--- src/hw/rtl/sfd_pkg.sv ---
// Shared constants, types and CRC function for the sensor frame deframer.
package sfd_pkg;

   localparam int MAX_PAYLOAD = 36;
   localparam int POS_W       = 6;

   localparam logic [7:0] SYNC_FIRST    = 8'h48;
   localparam logic [7:0] SYNC_SECOND   = 8'h53;
   localparam logic [7:0] PROTO_VERSION = 8'h01;
   localparam logic [7:0] GOOD_TYPE     = 8'h01;
   localparam logic [POS_W-1:0] GOOD_LENGTH = 6'd36;

   localparam logic [15:0] CRC_POLY = 16'h1021;

   // payload held as little-endian 32-bit words
   localparam int NUM_WORDS  = (MAX_PAYLOAD + 3) / 4;
   localparam int OUT_WORDS  = 9;
   localparam int ADDR_W     = $clog2(NUM_WORDS);
   localparam int CNT_W      = $clog2(OUT_WORDS + 1);
   localparam int OUT_IDX_W  = $clog2(OUT_WORDS);
   localparam int CMP_W      = (ADDR_W > CNT_W) ? ADDR_W : CNT_W;

   typedef struct packed {
      logic              en;
      logic [ADDR_W-1:0] addr;
      logic [31:0]       data;
   } wr_type;

   typedef struct packed {
      logic valid;
      logic ok;
   } done_type;

   typedef struct packed {
      logic             pend;
      logic [CNT_W-1:0] rd_idx;
   } store_stat_type;

   // CRC-16-CCITT, MSB first, one byte
   function automatic logic [15:0] crc_update(logic [15:0] crc, logic [7:0] b);
      logic [15:0] r;
      r = crc ^ {b, 8'h00};
      for (int i = 0; i < 8; i++) begin
         r = r[15] ? ((r << 1) ^ CRC_POLY) : (r << 1);
      end
      return r;
   endfunction

endpackage

--- src/hw/rtl/sensor_frame_deframer_crc16_unit.sv ---
// Throughput: one byte per cycle; header bytes and the CRC high byte never stall.
// The final CRC byte marks a frame pending; once rsp_valid is low, a rejected frame
// raises rsp_valid; a good frame unloads nine payload words from memory, one per cycle.
// The final CRC byte waits while the previous frame has not yet reached the result register;
// a payload word write waits while a frame is pending and that word is not yet read out.
// Synchronous active-high reset: parser hunts for sync, counters and flags clear.
module sensor_frame_deframer_crc16_unit (
   input  logic               clock,
   input  logic               reset,
   input  logic               req_valid,
   output logic               req_ready,
   input  logic [7:0]         req_rx_byte,
   output logic               rsp_valid,
   input  logic               rsp_ready,
   output logic               rsp_frame_ok,
   output logic [31:0]        rsp_sequence_res,
   output logic [31:0]        rsp_gyro_x,
   output logic [31:0]        rsp_gyro_y,
   output logic [31:0]        rsp_gyro_z,
   output logic [31:0]        rsp_accel_x,
   output logic [31:0]        rsp_accel_y,
   output logic [31:0]        rsp_accel_z,
   output logic signed [31:0] rsp_pressure_pa,
   output logic signed [31:0] rsp_temp_centi_c,
   output logic signed [15:0] rsp_seq_gap,
   output logic [31:0]        rsp_reject_count
);
   import sfd_pkg::*;

   wr_type         wr;
   done_type       done;
   store_stat_type stat;

   sfd_parser u_parser (
      .clock       (clock),
      .reset       (reset),
      .req_valid   (req_valid),
      .req_ready   (req_ready),
      .req_rx_byte (req_rx_byte),
      .wr          (wr),
      .done        (done),
      .stat        (stat)
   );

   sfd_frame_store u_store (
      .clock            (clock),
      .reset            (reset),
      .wr               (wr),
      .done             (done),
      .stat             (stat),
      .rsp_valid        (rsp_valid),
      .rsp_ready        (rsp_ready),
      .rsp_frame_ok     (rsp_frame_ok),
      .rsp_sequence_res (rsp_sequence_res),
      .rsp_gyro_x       (rsp_gyro_x),
      .rsp_gyro_y       (rsp_gyro_y),
      .rsp_gyro_z       (rsp_gyro_z),
      .rsp_accel_x      (rsp_accel_x),
      .rsp_accel_y      (rsp_accel_y),
      .rsp_accel_z      (rsp_accel_z),
      .rsp_pressure_pa  (rsp_pressure_pa),
      .rsp_temp_centi_c (rsp_temp_centi_c),
      .rsp_seq_gap      (rsp_seq_gap),
      .rsp_reject_count (rsp_reject_count)
   );

endmodule

--- src/hw/rtl/sfd_parser.sv ---
// Framing state machine, running CRC and payload word assembly.
module sfd_parser (
   input  logic                   clock,
   input  logic                   reset,
   input  logic                   req_valid,
   output logic                   req_ready,
   input  logic [7:0]             req_rx_byte,
   output sfd_pkg::wr_type        wr,
   output sfd_pkg::done_type      done,
   input  sfd_pkg::store_stat_type stat
);
   import sfd_pkg::*;

   typedef enum logic [7:0] {
      PH_SYNC1   = 8'b0000_0001,
      PH_SYNC2   = 8'b0000_0010,
      PH_VERSION = 8'b0000_0100,
      PH_TYPE    = 8'b0000_1000,
      PH_LENGTH  = 8'b0001_0000,
      PH_PAYLOAD = 8'b0010_0000,
      PH_CRC_HI  = 8'b0100_0000,
      PH_CRC_LO  = 8'b1000_0000
   } phase_type;

   phase_type        phase_ff, phase_in;
   logic [7:0]       type_ff, type_in;
   logic [POS_W-1:0] length_ff, length_in;
   logic [POS_W-1:0] pos_ff, pos_in;
   logic [15:0]      crc_ff, crc_in;
   logic [7:0]       crc_hi_ff, crc_hi_in;
   logic [31:0]      word_ff, word_in;

   logic             accept;
   logic [POS_W-1:0] pos_inc;
   logic [ADDR_W-1:0] widx;
   logic             word_done;
   logic             stall_wr;
   logic             stall_done;
   logic [31:0]      word_next;

   assign pos_inc   = pos_ff + 1'b1;
   assign widx      = ADDR_W'(pos_ff >> 2);
   assign word_done = (phase_ff == PH_PAYLOAD) && (pos_ff[1:0] == 2'b11);
   assign word_next = {req_rx_byte, word_ff[31:8]};

   // a word write must not overtake the unload of a pending frame
   assign stall_wr   = word_done && stat.pend &&
                       (CMP_W'(widx) >= CMP_W'(stat.rd_idx));
   assign stall_done = (phase_ff == PH_CRC_LO) && stat.pend;
   assign req_ready  = !(stall_wr || stall_done);
   assign accept     = req_valid && req_ready;

   always_comb begin
      phase_in  = phase_ff;
      type_in   = type_ff;
      length_in = length_ff;
      pos_in    = pos_ff;
      crc_in    = crc_ff;
      crc_hi_in = crc_hi_ff;
      word_in   = word_ff;
      wr        = '0;
      done      = '0;
      if (accept) begin
         unique case (phase_ff)
            PH_SYNC1: begin
               if (req_rx_byte == SYNC_FIRST) phase_in = PH_SYNC2;
            end
            PH_SYNC2: begin
               if (req_rx_byte == SYNC_SECOND) begin
                  phase_in = PH_VERSION;
               end else begin
                  phase_in = PH_SYNC1;
                  pos_in   = '0;
                  crc_in   = '0;
               end
            end
            PH_VERSION: begin
               if (req_rx_byte != PROTO_VERSION) begin
                  phase_in = PH_SYNC1;
                  pos_in   = '0;
                  crc_in   = '0;
               end else begin
                  crc_in   = crc_update(16'h0000, req_rx_byte);
                  phase_in = PH_TYPE;
               end
            end
            PH_TYPE: begin
               type_in  = req_rx_byte;
               crc_in   = crc_update(crc_ff, req_rx_byte);
               phase_in = PH_LENGTH;
            end
            PH_LENGTH: begin
               pos_in = '0;
               if (req_rx_byte == 8'h00 || req_rx_byte > 8'(MAX_PAYLOAD)) begin
                  phase_in = PH_SYNC1;
                  crc_in   = '0;
               end else begin
                  crc_in    = crc_update(crc_ff, req_rx_byte);
                  length_in = req_rx_byte[POS_W-1:0];
                  phase_in  = PH_PAYLOAD;
               end
            end
            PH_PAYLOAD: begin
               word_in = word_next;
               wr.en   = (pos_ff[1:0] == 2'b11);
               wr.addr = widx;
               wr.data = word_next;
               pos_in  = pos_inc;
               crc_in  = crc_update(crc_ff, req_rx_byte);
               if (pos_inc >= length_ff) phase_in = PH_CRC_HI;
            end
            PH_CRC_HI: begin
               crc_hi_in = req_rx_byte;
               phase_in  = PH_CRC_LO;
            end
            PH_CRC_LO: begin
               done.valid = 1'b1;
               done.ok    = ({crc_hi_ff, req_rx_byte} == crc_ff) &&
                            (type_ff == GOOD_TYPE) && (length_ff == GOOD_LENGTH);
               phase_in   = PH_SYNC1;
               pos_in     = '0;
               crc_in     = '0;
            end
            default: begin
               phase_in = PH_SYNC1;
               pos_in   = '0;
               crc_in   = '0;
            end
         endcase
      end
   end

   always_ff @(posedge clock) begin
      if (reset) begin
         phase_ff  <= PH_SYNC1;
         type_ff   <= '0;
         length_ff <= '0;
         pos_ff    <= '0;
         crc_ff    <= '0;
         crc_hi_ff <= '0;
      end else begin
         phase_ff  <= phase_in;
         type_ff   <= type_in;
         length_ff <= length_in;
         pos_ff    <= pos_in;
         crc_ff    <= crc_in;
         crc_hi_ff <= crc_hi_in;
      end
      word_ff <= word_in;
   end

endmodule

--- src/hw/rtl/sfd_frame_store.sv ---
// Payload word memory, result unload sequencer and result register.
module sfd_frame_store (
   input  logic                    clock,
   input  logic                    reset,
   input  sfd_pkg::wr_type         wr,
   input  sfd_pkg::done_type       done,
   output sfd_pkg::store_stat_type stat,
   output logic                    rsp_valid,
   input  logic                    rsp_ready,
   output logic                    rsp_frame_ok,
   output logic [31:0]             rsp_sequence_res,
   output logic [31:0]             rsp_gyro_x,
   output logic [31:0]             rsp_gyro_y,
   output logic [31:0]             rsp_gyro_z,
   output logic [31:0]             rsp_accel_x,
   output logic [31:0]             rsp_accel_y,
   output logic [31:0]             rsp_accel_z,
   output logic signed [31:0]      rsp_pressure_pa,
   output logic signed [31:0]      rsp_temp_centi_c,
   output logic signed [15:0]      rsp_seq_gap,
   output logic [31:0]             rsp_reject_count
);
   import sfd_pkg::*;

   logic [31:0] mem [NUM_WORDS];
   logic [31:0] rd_data_ff;

   logic                 pend_ff, pend_in;
   logic                 ok_ff, ok_in;
   logic [CNT_W-1:0]     rd_idx_ff, rd_idx_in;
   logic                 rd_vld_ff, rd_vld_in;
   logic [OUT_IDX_W-1:0] rd_tag_ff, rd_tag_in;
   logic                 rsp_valid_ff, rsp_valid_in;
   logic [31:0]          out_word_ff [OUT_WORDS];
   logic [31:0]          out_word_in [OUT_WORDS];
   logic                 frame_ok_ff, frame_ok_in;
   logic [15:0]          gap_ff, gap_in;
   logic [31:0]          rej_out_ff, rej_out_in;
   logic [31:0]          last_seq_ff, last_seq_in;
   logic                 seen_ff, seen_in;
   logic [31:0]          rejected_ff, rejected_in;

   logic              issue;
   logic [ADDR_W-1:0] rd_addr;
   logic [31:0]       seq_diff;

   assign issue    = pend_ff && ok_ff && !rsp_valid_ff &&
                     (rd_idx_ff != CNT_W'(OUT_WORDS));
   assign rd_addr  = ADDR_W'(rd_idx_ff);
   assign seq_diff = rd_data_ff - last_seq_ff - 32'd1;

   always_ff @(posedge clock) begin
      if (wr.en) mem[wr.addr] <= wr.data;
      if (issue) rd_data_ff <= mem[rd_addr];
   end

   always_comb begin
      pend_in      = pend_ff;
      ok_in        = ok_ff;
      rd_idx_in    = rd_idx_ff;
      rd_vld_in    = issue;
      rd_tag_in    = OUT_IDX_W'(rd_idx_ff);
      rsp_valid_in = rsp_valid_ff;
      out_word_in  = out_word_ff;
      frame_ok_in  = frame_ok_ff;
      gap_in       = gap_ff;
      rej_out_in   = rej_out_ff;
      last_seq_in  = last_seq_ff;
      seen_in      = seen_ff;
      rejected_in  = rejected_ff;

      if (rsp_valid_ff && rsp_ready) rsp_valid_in = 1'b0;

      if (done.valid) begin
         pend_in   = 1'b1;
         ok_in     = done.ok;
         rd_idx_in = '0;
         if (!done.ok) rejected_in = rejected_ff + 32'd1;
      end

      if (issue) rd_idx_in = rd_idx_ff + 1'b1;

      // rejected frame: no payload read, all decoded fields zero
      if (pend_ff && !ok_ff && !rsp_valid_ff) begin
         for (int i = 0; i < OUT_WORDS; i++) out_word_in[i] = '0;
         frame_ok_in  = 1'b0;
         gap_in       = '0;
         rej_out_in   = rejected_ff;
         rsp_valid_in = 1'b1;
         pend_in      = 1'b0;
      end

      if (rd_vld_ff) begin
         out_word_in[rd_tag_ff] = rd_data_ff;
         if (rd_tag_ff == '0) begin
            gap_in      = seen_ff ? seq_diff[15:0] : 16'h0000;
            last_seq_in = rd_data_ff;
            seen_in     = 1'b1;
         end
         if (rd_tag_ff == OUT_IDX_W'(OUT_WORDS - 1)) begin
            frame_ok_in  = 1'b1;
            rej_out_in   = rejected_ff;
            rsp_valid_in = 1'b1;
            pend_in      = 1'b0;
         end
      end
   end

   always_ff @(posedge clock) begin
      if (reset) begin
         pend_ff      <= 1'b0;
         ok_ff        <= 1'b0;
         rd_idx_ff    <= '0;
         rd_vld_ff    <= 1'b0;
         rsp_valid_ff <= 1'b0;
         last_seq_ff  <= '0;
         seen_ff      <= 1'b0;
         rejected_ff  <= '0;
      end else begin
         pend_ff      <= pend_in;
         ok_ff        <= ok_in;
         rd_idx_ff    <= rd_idx_in;
         rd_vld_ff    <= rd_vld_in;
         rsp_valid_ff <= rsp_valid_in;
         last_seq_ff  <= last_seq_in;
         seen_ff      <= seen_in;
         rejected_ff  <= rejected_in;
      end
      rd_tag_ff   <= rd_tag_in;
      out_word_ff <= out_word_in;
      frame_ok_ff <= frame_ok_in;
      gap_ff      <= gap_in;
      rej_out_ff  <= rej_out_in;
   end

   assign stat.pend   = pend_ff;
   assign stat.rd_idx = rd_idx_ff;

   assign rsp_valid        = rsp_valid_ff;
   assign rsp_frame_ok     = frame_ok_ff;
   assign rsp_sequence_res = out_word_ff[0];
   assign rsp_gyro_x       = out_word_ff[1];
   assign rsp_gyro_y       = out_word_ff[2];
   assign rsp_gyro_z       = out_word_ff[3];
   assign rsp_accel_x      = out_word_ff[4];
   assign rsp_accel_y      = out_word_ff[5];
   assign rsp_accel_z      = out_word_ff[6];
   assign rsp_pressure_pa  = signed'(out_word_ff[7]);
   assign rsp_temp_centi_c = signed'(out_word_ff[8]);
   assign rsp_seq_gap      = signed'(gap_ff);
   assign rsp_reject_count = rej_out_ff;

endmodule

--- config.mk ---
export PLATFORM = sky130hd
export DESIGN_NAME = sensor_frame_deframer_crc16_unit
export DESIGN_NICKNAME = d
export VERILOG_FILES = /design/src/hw/rtl/sfd_pkg.sv /design/src/hw/rtl/sensor_frame_deframer_crc16_unit.sv /design/src/hw/rtl/sfd_parser.sv /design/src/hw/rtl/sfd_frame_store.sv
export SDC_FILE = /design/constraint.sdc
export NUM_CORES = 1
export LEC_CHECK = 0
export BUFFER_PORTS_ARGS = -buffer_cell sky130_fd_sc_hd__buf_2
export CORE_MARGIN = 2
export CORE_UTILIZATION = 49
export CTS_CLUSTER_DIAMETER = 40
export CTS_CLUSTER_SIZE = 8
export DETAILED_ROUTE_END_ITERATION = 8
export PLACE_DENSITY = 0.76
export SYNTH_ARGS = -nofsm -noshare
export SYNTH_HDL_FRONTEND = slang
export SYNTH_SLANG_ARGS = --single-unit
--- constraint.sdc ---
create_clock -name clock -period 8.1 [get_ports clock]
set_input_delay 1.62 -clock clock [delete_from_list [all_inputs] [get_ports clock]]
set_output_delay 1.62 -clock clock [all_outputs]
set_load 0.01 [all_outputs]
==> flow_metrics.tcl <==
set metrics [dict create \
    netlist.area_leader.share 0.338 \
    synth-main-ff-cell "dfxtp_1" \
    crit_arrival_ps 5720 \
    dpl_worst_slack_ps 2640 \
    max_freq_mhz 183 \
    drcViolationCount 0 \
    yosysSeqAreaShare 0.634 \
    fin_nets 3104 \
    ios 351 \
    track_usage 0.249 \
    p_leak_nw 13.8 \
    cts_made_buffers 117 \
    clk_pin_slew_ps 50 \
    yosysWarnings 0 \
    p_sw_mw 1.73 \
    clock_latency_ps 680 \
    period_minus_slack_ps 5480 \
    layout-drive-gt1-share 0.209 \
    antenna_found_initial 1 \
    cts_hold_buf 0 \
    ys_types 69 \
    grt_pass1_wl_um 124000 \
    seq_power_share 0.481 \
    syn_nets 2807 \
    ys_top_cells_by_area "edfxtp_1 34%, dfxtp_1 30%, nand2_1 8.6%" \
    p_clk_frac 0.515 \
    synth_common_cells "699 x nand2_1, 450 x dfxtp_1, 344 x edfxtp_1" \
    power_density_nw_per_um2 238 \
    synth_edf_count 344 \
    ys_ff_latch 794 \
    core_um2 61600 \
    setup_viol 0 \
    required_ps 8350 \
    startpoint_type "flip-flop" \
    hold_path.class "reg2reg" \
    cp_top_family "simple AND/OR/NAND/NOR gates" \
    endpoint_kind "flip-flop" \
    grt_max_degree 225 \
    synthCells 2765 \
    cp_num_cells 9 \
    die_h_um 254 \
    wl_per_cell_um 20.8 \
    status "complete, no violations" \
    cp_max_fo 69 \
    clk_path_buf_depth 3 \
    ant_nets 0 \
    first_pass_iters 6 \
    async_flop_share 0 \
    finalCritPeriodShare 0.676 \
    area_growth_syn_to_layout_pct 19.0 \
    clock-sinks 794 \
    critPathSlowestCell "nor2_4" \
    overflow 0 \
    dr.first_iter.drc_count 2432 \
    port_buffers 350 \
    path_class "reg2reg" \
    drt-total-wl_um 82200 \
    syn-cell-area_um2 30500 \
    worst_slack_ps 2620 \
    swShare 0.200 \
    cpPeakStageDelay_ps 1110 \
    power_frac_comb 0.005 \
    hold-path-cell-count 0 \
    rsz0062_at_grt "false" \
    finalMaxSlewViolations 0 \
    fin_setup_tns_ps 0 \
    cts-root-buf "clkbuf_16" \
    cts_tree "built" \
    gp_congestion 0.840 \
    synth_top_cell_by_area "edfxtp_1" \
    ir_worst_vdd_mv 0.165 \
    htreeDepth 3 \
    postCtsSetupRepairBufs 0 \
    synth.most_common_cell "nand2_1" \
    fillers 4789 \
    maxCapViolations 0 \
    rows 91 \
    p_int_mw 6.91 \
    avgViaCountPerCell 5.58 \
    reg2reg_depth 9 \
    postPlaceCellArea_um2 32900 \
    initial_core_util 0.495 \
    final_area_um2 36300 \
    die_area_um2 64300 \
    worst-path-buf-inv 3 \
    syn_avg_cell_area_um2 11.0 \
    crit_chain "buf_4 -> inv_1 -> ha_1 -> a2111oi_0 -> or4_1 -> nand3_2 -> inv_2 -> nand3_1 -> nor2_4" \
    slew_headroom 0.133 \
    finClkSkew_ps 41.5 \
    vias 22100 \
    cts_resized 0 \
    tightestPinTransition_ps 1300 \
    dp_hpwl_um 50700 \
    hold_viol 0 \
    grt_pass1_vias 21100 \
    die_w_um 254 \
]
-- cell families after synthesis --
family	count (synthesis)	share of synthesized area
and+or+nand+nor	1125	0.162
DFF	794	0.634
AOI/OAI and AO/OA	357	0.0681
buffers and inverters	249	0.0310
muxes	140	0.0731
xor gates and xnor gates	70	0.0201
adders and majority gates	30	0.0125
-- path summary, 6_finish.rpt --
kind / from / endpoint / slack, ps
worst max-delay path: u_store.rd_addr[1] / u_store.mem[0][6] / 2620
worst min-delay path: u_store.rd_addr[2] / u_store.rd_tag_ff[2] / 400
worst max register to register: u_store.rd_addr[1] / u_store.mem[0][6] / 2620
worst min register to register: u_store.rd_addr[2] / u_store.rd_tag_ff[2] / 400
-- stage by stage --
step                       util  cells  total power, mW  hold slack (ps)
after CTS                 0.589   3961             8.69              396
after floorplan               -   2765             4.26              373
after global placement    0.534   3780             4.27              383
final                     0.589   3962             8.64              401
after global routing      0.589   3961             8.85              409
after detailed placement  0.534   3780             4.27              394
-- metal layers --
metal / track usage / routed length (um)
met5: 0 / 0
met4: 0.0952 / 2720
met3: 0.0596 / 7450
met2: 0.405 / 38800
met1: 0.325 / 33300
-- registers in the layout, indices dropped and copies added, names as in the netlist, 6 cells and up --
signal	count
u_parser.crc_ff	16
u_parser.crc_hi_ff	8
u_parser.length_ff	6
u_parser.phase_ff	8
u_parser.pos_ff	6
u_parser.type_ff	8
u_parser.word_ff	24
u_store.last_seq_ff	16
u_store.mem	288
u_store.rd_data_ff	32
u_store.rejected_ff	32
u_store.rsp_accel_x	32
u_store.rsp_accel_y	32
u_store.rsp_accel_z	32
u_store.rsp_gyro_x	32
u_store.rsp_gyro_y	32
u_store.rsp_gyro_z	32
u_store.rsp_pressure_pa	32
u_store.rsp_reject_count	32
u_store.rsp_seq_gap	16
u_store.rsp_sequence_res	32
u_store.rsp_temp_centi_c	32
-- power groups by stage --
stage                     sequential (mW)  combinational (mW)  clock, mW
after floorplan                      4.23              0.0288          0
after global placement               4.23              0.0413          0
after detailed placement             4.23              0.0413          0
after CTS                            4.15              0.0417       4.49
after global routing                 4.15              0.0455       4.66
final                                4.15              0.0415       4.45
-- layout make-up --
type | count | area (um^2) | area share
sequential | 794 | 19300 | 0.533
multi-input combinational | 1722 | 10300 | 0.285
clock buffer | 164 | 3230 | 0.0889
timing repair buffer | 377 | 1970 | 0.0542
tap | 837 | 1050 | 0.0288
inverter | 50 | 188 | 0.00517
clock inverter | 17 | 185 | 0.00510
antenna | 1 | 2.50 | 0.0000689
-- placed cells by master (no fill, tap or decap), drive strengths merged, types with 13 or more instances in the layout --
cell type / instances
a2111oi: 13
a21oi: 62
a22oi: 13
and2: 37
and3: 22
buf: 377
clkbuf: 164
dfxtp: 450
edfxtp: 344
ha: 29
inv: 54
mux2: 19
mux2i: 57
mux4: 64
nand2: 699
nand3: 172
nand4: 15
nor2: 97
nor3: 13
nor4: 15
o21ai: 203
xnor2: 28
xor2: 42
Power figures use the tool's default switching activity.
